<file path="src/sv/iprv_pkg.sv">
// Package with shared types and constants for the IP range record validator.
`default_nettype none

package iprv_pkg;

  localparam logic [7:0] CharCr    = 8'h0D;
  localparam logic [7:0] CharLf    = 8'h0A;
  localparam logic [7:0] CharSpace = 8'h20;
  localparam logic [7:0] CharTab   = 8'h09;
  localparam logic [7:0] CharVt    = 8'h0B;
  localparam logic [7:0] CharFf    = 8'h0C;
  localparam logic [7:0] CharDot   = 8'h2E;
  localparam logic [7:0] CharZero  = 8'h30;
  localparam logic [7:0] CharNine  = 8'h39;
  localparam logic [7:0] CharNul   = 8'h00;

  localparam int unsigned OctetMax = 255;
  localparam logic [2:0] DotsNeeded = 3'd3;
  localparam logic [2:0] DotsMax    = 3'd7;

  // Field phases of a line: waiting for a field or inside one.
  typedef enum logic [7:0] {
    PhWaitLower = 8'b0000_0001,
    PhInLower   = 8'b0000_0010,
    PhWaitUpper = 8'b0000_0100,
    PhInUpper   = 8'b0000_1000,
    PhWaitZone  = 8'b0001_0000,
    PhInZone    = 8'b0010_0000,
    PhWaitArea  = 8'b0100_0000,
    PhInArea    = 8'b1000_0000
  } field_phase_e;

  typedef struct packed {
    logic         line_open;
    field_phase_e field_phase;
    logic [2:0]   dot_tally;
    logic [7:0]   octet_sum;
    logic         octet_over;
    logic         lower_good;
    logic         upper_good;
    logic         zero_seen;
  } scan_state_t;

  typedef struct packed {
    logic emit;
    logic line_done;
    logic line_valid;
    logic stream_end;
  } scan_result_t;

  localparam scan_state_t ScanClear = '{
    line_open:   1'b0,
    field_phase: PhWaitLower,
    dot_tally:   3'd0,
    octet_sum:   8'd0,
    octet_over:  1'b0,
    lower_good:  1'b0,
    upper_good:  1'b0,
    zero_seen:   1'b0
  };

endpackage

`default_nettype wire

</file>
<file path="src/sv/iprv_scan.sv">
// Per-byte line parser: next scan state and line result for one text byte.
`default_nettype none

module iprv_scan (
  input  wire  iprv_pkg::scan_state_t  state_i,
  input  wire  logic [7:0]             text_byte_i,
  input  wire  logic                   end_of_buffer_i,
  output iprv_pkg::scan_state_t        state_o,
  output iprv_pkg::scan_result_t       result_o
);

  function automatic iprv_pkg::scan_state_t addr_clear(input iprv_pkg::scan_state_t s);
    iprv_pkg::scan_state_t r;
    r = s;
    r.dot_tally  = 3'd0;
    r.octet_sum  = 8'd0;
    r.octet_over = 1'b0;
    return r;
  endfunction

  function automatic iprv_pkg::scan_state_t addr_take(input iprv_pkg::scan_state_t s,
                                                      input logic [7:0] c);
    iprv_pkg::scan_state_t r;
    logic [11:0]           nxt;
    r   = s;
    nxt = {1'b0, s.octet_sum, 3'b000} + {3'b000, s.octet_sum, 1'b0}
          + {4'd0, c - iprv_pkg::CharZero};
    if (c == iprv_pkg::CharDot) begin
      if (s.dot_tally < iprv_pkg::DotsMax) begin
        r.dot_tally = s.dot_tally + 3'd1;
      end
      r.octet_sum = 8'd0;
    end else if (c >= iprv_pkg::CharZero && c <= iprv_pkg::CharNine) begin
      if (nxt > 12'(iprv_pkg::OctetMax)) begin
        r.octet_over = 1'b1;
        r.octet_sum  = 8'd0;
      end else begin
        r.octet_sum = nxt[7:0];
      end
    end
    return r;
  endfunction

  logic                  is_term;
  logic                  is_blank;
  logic                  addr_ok;
  iprv_pkg::scan_state_t work;
  iprv_pkg::scan_state_t upd;

  assign is_term  = (text_byte_i == iprv_pkg::CharCr) || (text_byte_i == iprv_pkg::CharLf);
  assign is_blank = (text_byte_i == iprv_pkg::CharSpace) || (text_byte_i == iprv_pkg::CharTab) ||
                    (text_byte_i == iprv_pkg::CharVt) || (text_byte_i == iprv_pkg::CharFf);

  always_comb begin
    work = state_i;
    if (!state_i.line_open) begin
      work = iprv_pkg::ScanClear;
      work.line_open = 1'b1;
    end
  end

  assign addr_ok = (work.dot_tally == iprv_pkg::DotsNeeded) && !work.octet_over;

  always_comb begin
    upd = work;
    if (!work.zero_seen) begin
      if (text_byte_i == iprv_pkg::CharNul) begin
        upd.zero_seen = 1'b1;
      end else begin
        unique case (work.field_phase)
          iprv_pkg::PhWaitLower: begin
            if (!is_blank) begin
              upd = addr_take(addr_clear(work), text_byte_i);
              upd.field_phase = iprv_pkg::PhInLower;
            end
          end
          iprv_pkg::PhWaitUpper: begin
            if (!is_blank) begin
              upd = addr_take(addr_clear(work), text_byte_i);
              upd.field_phase = iprv_pkg::PhInUpper;
            end
          end
          iprv_pkg::PhInLower: begin
            if (is_blank) begin
              upd.lower_good  = addr_ok;
              upd.field_phase = iprv_pkg::PhWaitUpper;
            end else begin
              upd = addr_take(work, text_byte_i);
            end
          end
          iprv_pkg::PhInUpper: begin
            if (is_blank) begin
              upd.upper_good  = addr_ok;
              upd.field_phase = iprv_pkg::PhWaitZone;
            end else begin
              upd = addr_take(work, text_byte_i);
            end
          end
          iprv_pkg::PhWaitZone: begin
            if (!is_blank) begin
              upd.field_phase = iprv_pkg::PhInZone;
            end
          end
          iprv_pkg::PhInZone: begin
            if (is_blank) begin
              upd.field_phase = iprv_pkg::PhWaitArea;
            end
          end
          iprv_pkg::PhWaitArea: begin
            if (!is_blank) begin
              upd.field_phase = iprv_pkg::PhInArea;
            end
          end
          default: begin
            upd = work;
          end
        endcase
      end
    end
  end

  always_comb begin
    result_o = '0;
    state_o  = state_i;
    if (is_term) begin
      if (state_i.line_open) begin
        result_o.line_done  = 1'b1;
        result_o.line_valid = (state_i.field_phase inside {iprv_pkg::PhInZone,
                                                           iprv_pkg::PhWaitArea,
                                                           iprv_pkg::PhInArea}) &&
                              state_i.lower_good && state_i.upper_good;
        state_o = iprv_pkg::ScanClear;
      end
    end else begin
      state_o = upd;
    end
    if (end_of_buffer_i) begin
      state_o = iprv_pkg::ScanClear;
    end
    result_o.stream_end = end_of_buffer_i;
    result_o.emit       = result_o.line_done || end_of_buffer_i;
  end

endmodule

`default_nettype wire

</file>
<file path="src/sv/iprv_count.sv">
// Saturating valid record counter and its 32-bit saturated view.
`default_nettype none

module iprv_count #(
  parameter int unsigned COUNT_WIDTH = 32
) (
  input  wire  logic [COUNT_WIDTH-1:0] count_i,
  input  wire  logic                   incr_i,
  input  wire  logic                   clear_i,
  output logic [COUNT_WIDTH-1:0]       count_o,
  output logic [COUNT_WIDTH-1:0]       next_o,
  output logic [31:0]                  view_o
);

  always_comb begin
    count_o = count_i;
    if (incr_i && (count_i != {COUNT_WIDTH{1'b1}})) begin
      count_o = count_i + {{(COUNT_WIDTH-1){1'b0}}, 1'b1};
    end
    next_o = clear_i ? '0 : count_o;
  end

  if (COUNT_WIDTH > 32) begin : g_wide
    assign view_o = (|count_o[COUNT_WIDTH-1:32]) ? 32'hFFFF_FFFF : count_o[31:0];
  end else begin : g_narrow
    assign view_o = 32'(count_o);
  end

endmodule

`default_nettype wire

</file>
<file path="src/sv/ip_range_record_validator_core.sv">
// Top level of the IP range record validator: handshakes, state and result registers.
//
//   Channel  Direction  Payload
//   s_axis   in         tdata: text_byte; tlast: end_of_buffer
//   m_axis   out        tdata: line_done, line_valid, any_valid, valid_count; tlast: stream_end
//
// The scan state is updated at the accept edge, and a result, if any, is captured
// in the output register at that same edge.
// One byte per cycle is sustained while the output side takes results.
// A held result blocks further bytes only while m_axis_tready is low.
// Reset clears the scan state, the record count and the output valid.
`default_nettype none

module ip_range_record_validator_core #(
  parameter int unsigned COUNT_WIDTH = 32
) (
  input  wire  logic        clk_i,
  input  wire  logic        rst_ni,
  input  wire  logic        s_axis_tvalid,
  output logic              s_axis_tready,
  input  wire  logic [7:0]  s_axis_tdata,   // [7:0] text_byte
  input  wire  logic        s_axis_tlast,   // end_of_buffer
  output logic              m_axis_tvalid,
  input  wire  logic        m_axis_tready,
  output logic [39:0]       m_axis_tdata,   // [0] line_done, [1] line_valid, [2] any_valid,
                                            // [34:3] valid_count, [39:35] zero
  output logic              m_axis_tlast    // stream_end
);

  iprv_pkg::scan_state_t  state_q;
  iprv_pkg::scan_state_t  state_d;
  iprv_pkg::scan_result_t res;
  logic [COUNT_WIDTH-1:0] count_q;
  logic [COUNT_WIDTH-1:0] count_d;
  logic [COUNT_WIDTH-1:0] count_now;
  logic [31:0]            count_view;
  logic                   accept;
  logic                   out_valid_q;
  logic [39:0]            out_data_q;
  logic                   out_last_q;

  iprv_scan u_scan (
    .state_i         (state_q),
    .text_byte_i     (s_axis_tdata),
    .end_of_buffer_i (s_axis_tlast),
    .state_o         (state_d),
    .result_o        (res)
  );

  iprv_count #(
    .COUNT_WIDTH (COUNT_WIDTH)
  ) u_count (
    .count_i (count_q),
    .incr_i  (res.line_valid),
    .clear_i (res.stream_end),
    .count_o (count_now),
    .next_o  (count_d),
    .view_o  (count_view)
  );

  assign s_axis_tready = !out_valid_q || m_axis_tready;
  assign accept        = s_axis_tvalid && s_axis_tready;

  always_ff @(posedge clk_i or negedge rst_ni) begin
    if (!rst_ni) begin
      state_q     <= iprv_pkg::ScanClear;
      count_q     <= '0;
      out_valid_q <= 1'b0;
    end else begin
      if (accept) begin
        state_q <= state_d;
        count_q <= count_d;
      end
      if (accept && res.emit) begin
        out_valid_q <= 1'b1;
      end else if (m_axis_tready) begin
        out_valid_q <= 1'b0;
      end
    end
  end

  always_ff @(posedge clk_i) begin
    if (accept && res.emit) begin
      out_data_q <= {5'd0, count_view, (|count_now), res.line_valid, res.line_done};
      out_last_q <= res.stream_end;
    end
  end

  assign m_axis_tvalid = out_valid_q;
  assign m_axis_tdata  = out_data_q;
  assign m_axis_tlast  = out_last_q;

endmodule

`default_nettype wire
</file>
<file path="config.mk">
export PLATFORM = sky130hd
export DESIGN_NAME = ip_range_record_validator_core
export DESIGN_NICKNAME = d
export VERILOG_FILES = /design/src/sv/iprv_pkg.sv /design/src/sv/iprv_scan.sv /design/src/sv/iprv_count.sv /design/src/sv/ip_range_record_validator_core.sv
export SDC_FILE = /design/constraint.sdc
export NUM_CORES = 1
export LEC_CHECK = 0
export ABC_AREA = 0
export BUFFER_PORTS_ARGS = -buffer_cell sky130_fd_sc_hd__buf_2
export CAP_MARGIN = 15
export CORE_MARGIN = 8
export CORE_UTILIZATION = 45
export DETAILED_ROUTE_END_ITERATION = 6
export PLACE_DENSITY = 0.71
export SLEW_MARGIN = 20
export SYNTH_ARGS = -nofsm -noshare
export SYNTH_HDL_FRONTEND = slang
export SYNTH_SLANG_ARGS = --single-unit
</file>
<file path="constraint.sdc">
create_clock -name clk_i -period 8.19 [get_ports clk_i]
set_input_delay 0.819 -clock clk_i [delete_from_list [all_inputs] [get_ports clk_i]]
set_output_delay 0.819 -clock clk_i [all_outputs]
set_load 0.02 [all_outputs]
</file>
Yosys cells after proc, flatten, opt, wreduce, memory -nomap -nowiden. Index checks and enable logic that the tools add are counted.

Input bits: 13. Logic and storage cells: 102. Register bits: 93.

Reductions and logical operators: 20. Equality and inequality tests: 20. $add $sub $neg: 5. $lt $le $gt $ge: 5. Mux-type cells: 40.

Operators by type and width (number): two-way mux 23 bit (5); two-way mux 24 bit (3); two-way mux 8 bit (9); two-way mux 32 bit (2); one-hot mux 15 bit (4 select lines) (1); one-hot mux 8 bit (7 select lines) (1); equality test 8 x 4 -> 1 bit, second input constant (6); adder 32 x 1 -> 32 bit, second input constant (1); equality test 8 x 6 -> 1 bit, second input constant (4); inequality test 32 bit, second input constant (1); OR reduction 32 bit (1); two-way mux 9 bit (2); equality test 8 x 7 -> 1 bit, second input constant (2); two-way mux 13 bit (1); adder 11 x 9 -> 12 bit (1); adder 12 x 8 -> 12 bit (1); greater-than comparator 12 x 8 -> 1 bit, second input constant (1); two-way mux 12 bit (1); two-way mux 1 bit (10); equality test 8 x 1 -> 1 bit, second input constant (1); equality test 8 x 2 -> 1 bit, second input constant (1); equality test 8 x 3 -> 1 bit, second input constant (1); equality test 8 x 5 -> 1 bit, second input constant (1); equality test 8 bit, second input constant (1); other kinds (18) (32).

Logic depth before layout (Yosys ltp). Gate-level depths: netlist of run 1.

Word-level depth: 13. Gate-level depth with buffers: 16. Mapped depth without buffers: 14.

By module. From an unflattened synthesis of run 1, not the netlist that was laid out.

Cell total of the unflattened synthesis: 736. Area, all modules: 7189.4 um2.

Modules (own cells, without submodules): ip_range_record_validator_core (times used 1, area an instance 3529.6 um2, sequential area each 2508.7 um2, cells each 177); iprv_scan (times used 1, area an instance 2194.6 um2, sequential area each 0.0 um2, cells each 344); iprv_count (times used 1, area an instance 1465.2 um2, sequential area each 0.0 um2, cells each 215).

Least setup slack after synthesis of run 1. OpenSTA, ideal clock, no wires.

Kind: reg-to-reg. From: reg state_q[23] (netlist bit). To: reg state_q[8] (netlist bit). Required time: 8.043 ns. Arrival time: 3.415 ns. Stages on the path, launching flop included: 15. Buffers on the path: 2. Setup slack: 4.628 ns. Clock period less this slack: 3.562 ns. Library setup time: 0.147 ns. Cells stage by stage: dfrtp_1 -> clkbuf_1 -> clkbuf_1 -> nand2_1 -> fa_1 -> inv_1 -> ha_1 -> nor2b_1 -> o21a_1 -> o21a_1 -> o31a_1 -> o211ai_2 -> o311ai_0 -> o2111ai_1 -> o311ai_0.

Cells in the longest elaborated chain, start to end: 13.

RTL lines: start: declaration (line ip_range_record_validator_core.sv:30) `iprv_pkg::scan_state_t state_q;`; start signal: assignment (line ip_range_record_validator_core.sv:66) `state_q <= iprv_pkg::ScanClear;`; start signal: assignment (line ip_range_record_validator_core.sv:71) `state_q <= state_d;`; two-way mux 23 bit (line iprv_scan.sv:56) `if (!state_i.line_open) begin`; adder 11 x 9 -> 12 bit (line iprv_scan.sv:26) `nxt = {1'b0, s.octet_sum, 3'b000} + {3'b000, s.octet_sum, 1'b0}`; adder 12 x 8 -> 12 bit (line iprv_scan.sv:27) `+ {4'd0, c - iprv_pkg::CharZero};`; greater-than comparator 12 x 8 -> 1 bit (line iprv_scan.sv:34) `if (nxt > 12'(iprv_pkg::OctetMax)) begin`; two-way mux 8 bit (line iprv_scan.sv:34); two-way mux 9 bit (line iprv_scan.sv:33) `end else if (c >= iprv_pkg::CharZero && c <= iprv_pkg::CharNine) begin`; two-way mux 8 bit (line iprv_scan.sv:28) `if (c == iprv_pkg::CharDot) begin`; two-way mux 13 bit / two-way mux 12 bit (equally long branches) (line iprv_scan.sv:92, iprv_scan.sv:84); one-hot mux 15 bit (4 select lines) (line iprv_scan.sv:70) `unique case (work.field_phase)`; two-way mux 23 bit (line iprv_scan.sv:67) `if (text_byte_i == iprv_pkg::CharNul) begin`; two-way mux 24 bit (line iprv_scan.sv:66) `if (!work.zero_seen) begin`; two-way mux 24 bit (line iprv_scan.sv:125) `if (is_term) begin`; two-way mux 24 bit (line iprv_scan.sv:137) `if (end_of_buffer_i) begin`.

Parallel ways exist; a longest one is shown, timed or not. A chain may end at the register's enable or synchronous reset.

Worst setup path after layout of run 1.
From: reg state_q[23] (netlist bit). To: reg out_data_q[2], in the netlist m_axis_tdata[2] (data pin).

Cells in the longest elaborated chain, start to end: 5.

RTL lines: two-way mux 2 bit (line iprv_scan.sv:126) `if (state_i.line_open) begin`; two-way mux 2 bit (line iprv_scan.sv:125); logical AND 1 bit (line iprv_count.sv:17) `if (incr_i && (count_i != {COUNT_WIDTH{1'b1}})) begin`; two-way mux 32 bit (line iprv_count.sv:17); OR reduction 32 bit (line ip_range_record_validator_core.sv:84) `out_data_q <= {5'd0, count_view, (|count_now), res.line_valid, res.line_done};`; end signal: assignment (line ip_range_record_validator_core.sv:84); end: declaration (line ip_range_record_validator_core.sv:39) `logic [39:0] out_data_q;`.

No other way between the ends.

==> results of run 1 <==
[state kept, by name (all words and copies together) (netlist names)]
name and flops:
m_axis_tlast 1, m_axis_tdata 35, m_axis_tvalid 1, count_q 32, state_q 24
[synth_stat cells, types with 16 or more instances]
library cell	instances	area [sq um]
nand4_1	16	100
o31ai_1	16	120
dfrtp_1	56	1400
nand2_1	65	244
xor2_1	16	140
xnor2_1	29	254
o21ai_0	59	295
a21oi_1	25	125
nand3_1	30	150
inv_1	33	124
nor2_1	52	195
ha_1	17	213
clkbuf_1	28	105
nor3_1	23	115
edfxtp_1	36	1080
[per-stage QoR]
| step | std cells | area [sq um] |
|---|---|---|
| 2_1_floorplan | 684 | 6190 |
| 3_3_place_gp | 873 | 6470 |
| 3_5_place_dp | 873 | 6470 |
| 4_1_cts | 889 | 6740 |
| 5_1_grt | 889 | 6740 |
| 6_report | 889 | 6740 |
[power by group]
group | leakage, nW | internal, mW | switching [mW]
Clock | 0.129 | 0.208 | 0.187
Combinational | 1.62 | 0.0408 | 0.0912
Sequential | 1.12 | 0.496 | 0.0116
[path summary, 6_finish.rpt]
| kind | from | slack, ns | end |
|---|---|---|---|
| setup reg to reg | state_q[23] | 3.95 | m_axis_tdata[2] |
| hold reg to reg | state_q[9] | 0.49 | state_q[9] |
| min in group asynchronous | rst_ni | 0.63 | count_q[25] |
| max in group asynchronous | rst_ni | 7.02 | state_q[16] |
| hold / removal | state_q[9] | 0.49 | state_q[9] |
| setup / recovery | state_q[23] | 3.95 | m_axis_tdata[2] |
[worst reg2reg max path: cells and delay by family (launching register included)]
kind / cells / cell delay [ns]
and+or+nand+nor: 5 / 1.82
DFF: 1 / 1.05
AOI/OAI and AO/OA: 2 / 0.79
xor gates and xnor gates: 1 / 0.29
[metal layers]
| metal | up-vias | track usage | part of all wire |
|---|---|---|---|
| li1 | 2512 | - | - |
| met1 | 2570 | 0.218 | 0.42 |
| met2 | 211 | 0.290 | 0.48 |
| met3 | 35 | 0.0467 | 0.071 |
| met4 | 0 | 0.0692 | 0.024 |
| met5 | - | 0 | 0 |
[cell families after synthesis]
kind of cell | synth area share
adders and majority gates | 0.0539
other | 0.000607
AOI/OAI and AO/OA | 0.184
and+or+nand+nor | 0.227
xor gates and xnor gates | 0.0638
buffers and inverters | 0.0582
muxes | 0.00648
DFF | 0.406
[area by class of cell]
cell class,instances,area (sq um)
multi-input cells,513,3330
well taps,180,225
flip-flops and latches,93,2510
inverters,33,124
clock buffers,10,229
clock inverters,6,46.3
fillers,1281,6920
repair buffers,54,280
==> flow_summary.ini, run 1 <==
[yosys]
seq_area_frac_synth = 0.406
synth-async-reset-ratio = 0.613
synth-edff-count = 36
ys_types = 87
ys_ff_latch = 93
syn_inst = 680
synth_area_per_cell_sq_um = 9.08
ys.flop_type = dfrtp_1
yosysWarnings = 0
syn-cell-area_sq_mm = 0.00617

[critical_path]
end_kind = flip-flop
crit_buf_inv = 0
critical-path-top-delay-family = simple AND/OR/NAND/NOR gates
slowest_stage = dfrtp_1
crit_path_max_fanout = 32
max_stage_delay_ns = 1.05
arrival_ns = 4.31
critical_path_class = reg2reg
path_cells = nor3b_2 -> and4_1 -> nand4_1 -> nor4b_1 -> xnor2_1 -> o2111ai_1 -> a2111oi_1 -> nand4_1
path_common_cell = nand4_1
path_depth = 8
worstPathRequired_ns = 8.26
worstSetupStartpointType = flip-flop
r2r_cells = 8

[global_route]
grt_pass1_wl_um = 25900
track_usage = 0.177
overflow = 0
antenna_found_initial = 0
grt_max_degree = 58
grt_pass1_vias = 5146

[drt]
vias = 5328
ant_nets = 0
drc = 0
wl_per_cell_um = 17.6
drtIter0Drc = 538
first_pass_iters = 5
vias_per_cell = 5.99
postRouteWirelength_um = 15600

[timing]
rsz0062_at_grt = false
relSlewSlack = 0.283
hold_violations = 0
fmax_ghz = 0.236
tightest_slew_ns = 1.07
setup_slack_ns = 3.95
hold-worst-slack_ns = 0.490
finalSetupViolCount = 0
fin_crit_ns = 4.24
min_period_over_period = 0.518
fin_tns_setup_ns = 0
maxSlewViolCount = 0
fin_worst_skew_ns = 0.0110

[clocking]
cts_resized = 0
clkSinkCount = 93
clk_pin_slew_worst_paths_ns = 0.07
cts_made_buffers = 9
holdBufCountCts = 0
htreeDepth = 3
tritoncts = yes
postCtsSetupBuffers = 0
cts_max_path_buffers = 2
cts_root_buf = clkbuf_16
clock_latency_ns = 0.35

[power]
cellPowerDensity_mw_per_mm2 = 153
leakagePower_nw = 2.86
ir_drop_v = 0.000127
p_total_mw = 1.03

[place]
dp_hpwl_um = 11200
place.gp.congestion = 0.891
port_buffers = 50
place_ws_ns = 3.93

[floorplanning]
dieArea_sq_mm = 0.0177
num_rows = 43
boundaryPins = 56
die_w_um = 133
coreArea_sq_mm = 0.0137
initial_core_util = 0.452
die_h_um = 133

[worst_hold_path]
hold_path.class = reg2reg
min_path_cells = 2

[finish]
drive_gt1_frac = 0.134
final_cell_mix = nand2_1, o21ai_0, dfrtp_1
nets = 740
final_common_cell = nand2_1
diodes = 0
fin_util = 0.493
syn_to_final_growth_pct = 9.20

[run_status]
status = finished, final reports clean

[run]
drv_cap = 0
No activity file was read; power rests on OpenSTA's default activity.
==> run 2: changes to the inputs <==
clock period = 4.3 ns   (was 8.19 ns; I/O delays follow)
==> run 2 against run 1 <==
Effect of this change: flip-flop and latch count unchanged; sequential share of layout area is 0.45 points lower; sequential power is 89% higher; critical path depth rose by 1; utilization rose by 0.60 points; hold slack worse by 0.47 ns; worst setup slack worse by 3.4 ns; combinational power rose by 97%; count of clock-buffer cells in the layout shrank 1; global-route usage rose by 0.25 points.
==> flow_summary.ini, run 2 (synthesis gave the netlist of run 1 again) <==
[run_status]
status = finished, final reports clean

[timing]
rsz0062_at_grt = false
fmax_ghz = 0.266
tightest_slew_ns = 0.984
maxSlewViolCount = 0
relSlewSlack = 0.342
hold_violations = 0
fin_crit_ns = 3.75
min_period_over_period = 0.873
fin_worst_skew_ns = 0.0102
finalSetupViolCount = 0
fin_tns_setup_ns = 0

[critical_path]
reg2reg_from = state_q[23]
critical_path_class = reg2reg
critical-path-top-delay-family = simple AND/OR/NAND/NOR gates
cp-startpoint = state_q[23]
path_cells = buf_4 -> nor3b_2 -> and4_1 -> nand4_1 -> nor3_1 -> nand3_1 -> mux2i_1 -> a2111oi_1 -> nand4_1
slowest_stage = dfrtp_1
crit_buf_inv = 1
path_common_cell = nand4_1
worstSetupStartpointType = flip-flop
end_kind = flip-flop
max_stage_delay_ns = 0.63
arrival_ns = 3.83
worstPathRequired_ns = 4.38
rrSetupSlack_ns = 0.55
crit_path_max_fanout = 18

[finish]
fin_cells = 894
syn_to_final_growth_pct = 10.5
nets = 745
largest_register_ffs = 35
fill_cells = 1330
diodes = 0
final_common_cell = nand2_1
drive_gt1_frac = 0.140
final_cell_mix = nand2_1, o21ai_0, dfrtp_1

[place]
dp_hpwl_um = 11700
port_buffers = 50
place.gp.congestion = 0.905
dp_cells = 878

[clocking]
holdBufCountCts = 0
cts_resized = 0
tritoncts = yes
htreeDepth = 3
clock_latency_ns = 0.36
cts_max_path_buffers = 2
postCtsSetupBuffers = 0
clk_pin_slew_worst_paths_ns = 0.07
cts_made_buffers = 9
cts_root_buf = clkbuf_16
clkSinkCount = 93

[global_route]
grt_pass1_vias = 5249
grt_pass1_wl_um = 26000
track_usage = 0.179
antenna_found_initial = 0
grt_max_degree = 40
overflow = 0

[floorplanning]
num_rows = 43
dieArea_sq_mm = 0.0177
die_h_um = 133
initial_core_util = 0.452
boundaryPins = 56
coreArea_sq_mm = 0.0137
die_w_um = 133

[run]
drv_cap = 0

[power]
comb_power_share = 0.124
ir_drop_v = 0.000183
leakagePower_nw = 2.92
internal_power_mw = 1.54
p_clk_frac = 0.416
cellPowerDensity_mw_per_mm2 = 306
seq_power_share = 0.460
p_sw_mw = 0.550
p_sw_frac = 0.264
p_total_mw = 2.09

[drt]
vias_per_cell = 6.00
wl_per_cell_um = 17.7
first_pass_iters = 5
vias = 5363
ant_nets = 0
drc = 0
postRouteWirelength_um = 15800
drtIter0Drc = 649

[worst_hold_path]
hold_path.class = in2async
==> run 2: changes by cell type in the layout (fill, tap and decap cells not counted) <==
cell,previous run,this run
bufinv_16,0,2
clkinvlp_4,2,0
clkinv_1,0,1
inv_6,2,3
clkbuf_1,1,0
buf_4,4,9
clkinv_4,1,0
==> run 2: worst paths after layout <==
check | end | cells past startpoint
min | count_q[14] | 1
min in group clk_i | m_axis_tvalid | 3
max in group asynchronous | state_q[15] | 2
max | m_axis_tdata[2] | 9
max reg2reg | m_axis_tdata[2] | 9
min reg2reg | state_q[4] | 2
==> run 2: area by class of cell <==
cell class | count | area [sq um] | share of cell area
inverters | 33 | 124 | 0.0181
clock inverters | 7 | 95.1 | 0.0139
repair buffers | 59 | 318 | 0.0466
multi-input cells | 513 | 3330 | 0.488
clock buffers | 9 | 225 | 0.0330
well taps | 180 | 225 | 0.0330
flip-flops and latches | 93 | 2510 | 0.368
==> run 2: metal layers <==
layer / track usage / up-vias / part of all wire
met5: 0 / - / 0
met4: 0.0805 / 0 / 0.023
met3: 0.0410 / 28 / 0.062
met2: 0.301 / 201 / 0.49
met1: 0.216 / 2612 / 0.42
li1: - / 2522 / -
==> run 2: power by group through the flow <==
stage | Clock, mW | Sequential [mW] | Combinational, mW
detailed placement | 0 | 0.978 | 0.258
global placement | 0 | 0.977 | 0.251
CTS | 0.880 | 0.960 | 0.259
floorplan | 0 | 0.995 | 0.160
global route | 0.914 | 0.963 | 0.285
finish | 0.869 | 0.960 | 0.260
==> run 2: through the flow <==
step	worst slack [ns]	utilization	hold slack, ns	cell area, sq um
2_1_floorplan	0.738	-	0.134	6190
3_3_place_gp	0.751	0.476	0.418	6500
3_5_place_dp	0.666	0.476	0.415	6500
4_1_cts	0.629	0.499	0.0349	6830
5_1_grt	0.156	0.499	0.0639	6830
6_report	0.547	0.499	0.0227	6830
==> run 3: changes to the inputs <==
MAX_ROUTING_LAYER = met4   (was unset)
SLEW_MARGIN = 40   (was 20)
SYNTH_HIERARCHICAL = 1   (was unset)
==> run 3 against run 2 <==
Effect of this change: count of clock-buffer cells in the layout grew 1; critical endpoint unchanged; first-iteration DRC count shrank 27%; non-clock buffer count grew 6; combinational power grew 40%.
==> flow_summary.ini, run 3 <==
[drt]
vias = 5719
ant_nets = 0
vias_per_cell = 5.94
drtIter0Drc = 473
postRouteWirelength_um = 17100
wl_per_cell_um = 17.8
first_pass_iters = 5
drc = 0

[yosys]
synth-edff-count = 36
synth_area_per_cell_sq_um = 9.77
synthTopCellsByArea = dfrtp_1, edfxtp_1, mux2_4
yosysWarnings = 6
synth_top_area_cell = dfrtp_1
seq_area_frac_synth = 0.349
yosysMostFrequentCell = dfrtp_1
ys_ff_latch = 93
syn-cell-area_sq_mm = 0.00719
ys_types = 81
synthTopCellsByCount = dfrtp_1, nand2_1, a21oi_1
ys.flop_type = dfrtp_1
syn_inst = 736
synth-async-reset-ratio = 0.613
yosysTopAreaCellShare = 0.195

[critical_path]
crit_buf_inv = 3
rrSetupSlack_ns = 0.45
critical_path_class = reg2reg
critical-path-top-delay-family = simple AND/OR/NAND/NOR gates
worstSetupStartpointType = flip-flop
slowest_stage = dfrtp_1
path_cells = buf_4 -> nor3b_1 -> buf_4 -> nand2_1 -> nor4_2 -> buf_4 -> o31ai_4 -> or3_1 -> xnor2_1 -> nor4_1 -> nand4_1 -> or2_2
crit_path_max_fanout = 15
worstPathRequired_ns = 4.41
path_common_cell = buf_4
arrival_ns = 3.95
max_stage_delay_ns = 0.65
end_kind = flip-flop

[timing]
maxSlewViolCount = 0
fmax_ghz = 0.260
relSlewSlack = 0.487
fin_crit_ns = 3.85
fin_worst_skew_ns = 0.00822
min_period_over_period = 0.895
rsz0062_at_grt = false
hold_violations = 0
finalSetupViolCount = 0
tightest_slew_ns = 0.764
fin_tns_setup_ns = 0
setup_slack_ns = 0.452

[clocking]
cts_resized = 0
clock_latency_ns = 0.35
postCtsSetupBuffers = 0
clkSinkCount = 93
cts_root_buf = clkbuf_16
htreeDepth = 3
cts_max_path_buffers = 2
holdBufCountCts = 0
tritoncts = yes
clk_pin_slew_worst_paths_ns = 0.07
cts_made_buffers = 9

[floorplanning]
boundaryPins = 56
die_h_um = 142
num_rows = 46
coreArea_sq_mm = 0.0158
dieArea_sq_mm = 0.0203
initial_core_util = 0.456
die_w_um = 142

[finish]
final_cell_mix = dfrtp_1, nand2_1, buf_2
fin_cells = 962
largest_register_ffs = 35
nets = 777
diodes = 0
fin_util = 0.485
syn_to_final_growth_pct = 6.35
drive_gt1_frac = 0.229
final_common_cell = dfrtp_1

[power]
leakagePower_nw = 3.42
p_sw_frac = 0.287
cellPowerDensity_mw_per_mm2 = 280
internal_power_mw = 1.52
comb_power_share = 0.170
ir_drop_v = 0.000187
p_clk_frac = 0.379
seq_power_share = 0.451
p_total_mw = 2.14
p_sw_mw = 0.615

[place]
place_ws_ns = 0.511
dp_hpwl_um = 12200
port_buffers = 50
dp_cells = 946
place.gp.congestion = 0.924

[worst_hold_path]
hold_path.class = in2async

[global_route]
antenna_found_initial = 0
grt_pass1_vias = 5474
overflow = 0
track_usage = 0.176
grt_pass1_wl_um = 27900
grt_max_degree = 57

[run_status]
status = finished, final reports clean

[run]
drv_cap = 0
[run 3: per-stage QoR]
stage,hold WS [ns],area [sq um]
floorplan,0.134,7220
CTS,0.0500,7640
finish,0.0531,7650
detailed placement,0.432,7340
global route,0.0680,7650
global placement,0.421,7340
[run 3: path summary, 6_finish.rpt]
| path | from | endpoint | cells after the start |
|---|---|---|---|
| min reg2reg | state_q[10] | state_q[10] | 1 |
| min in group clk_i | s_axis_tvalid | m_axis_tvalid | 3 |
| max in group asynchronous | rst_ni | state_q[15] | 2 |
| max reg2reg | state_q[23] | m_axis_tdata[2] | 12 |
| min | rst_ni | count_q[5] | 1 |
| max | state_q[23] | m_axis_tdata[2] | 12 |
[run 3: logic make-up (layout without fill, tap and decap cells)]
kind of cell,Yosys count,in the layout,share of synthesized area
AND/OR/NAND/NOR,259,259,0.209
AO/OA/AOI/OAI,159,159,0.146
buffers and inverters,106,112,0.0895
flip-flops,93,93,0.349
multiplexers,65,65,0.124
XOR/XNOR,30,30,0.0365
adder cells (fa/ha/maj),23,23,0.0463
other,1,5,0.000522
[run 3: cell type report]
| class | count | area, sq um |
|---|---|---|
| Fill cell | 1495 | 8120 |
| Multi-Input combinational cell | 541 | 4090 |
| Sequential cell | 93 | 2510 |
| Timing Repair Buffer | 65 | 363 |
| Tap cell | 216 | 270 |
| Clock buffer | 10 | 229 |
| Inverter | 31 | 116 |
| Clock inverter | 6 | 68.8 |
[run 3: power groups by stage]
stage               clock (mW)  combinational [mW]  sequential (mW)
detailed placement           0               0.357            0.982
global route             0.874               0.393            0.968
CTS                      0.830               0.358            0.964
global placement             0               0.354            0.982
finish                   0.811               0.364            0.965
floorplan                    0               0.261            0.980
[run 3: metal layers]
layer / routed length [um] / up-vias / track usage
li1: - / 2700 / -
met1: 7480 / 2807 / 0.210
met2: 8270 / 179 / 0.285
met3: 907 / 33 / 0.0406
met4: 453 / 0 / 0.0654
met5: 0 / - / -
[run 3: worst register-to-register path, stage by stage (launching register included)]
cell and delay [ns]:
dfrtp_1 0.65, buf_4 0.26, nor3b_1 0.20, buf_4 0.18, nand2_1 0.11, nor4_2 0.31
buf_4 0.24, o31ai_4 0.16, or3_1 0.40, xnor2_1 0.18, nor4_1 0.37, nand4_1 0.23
or2_2 0.33
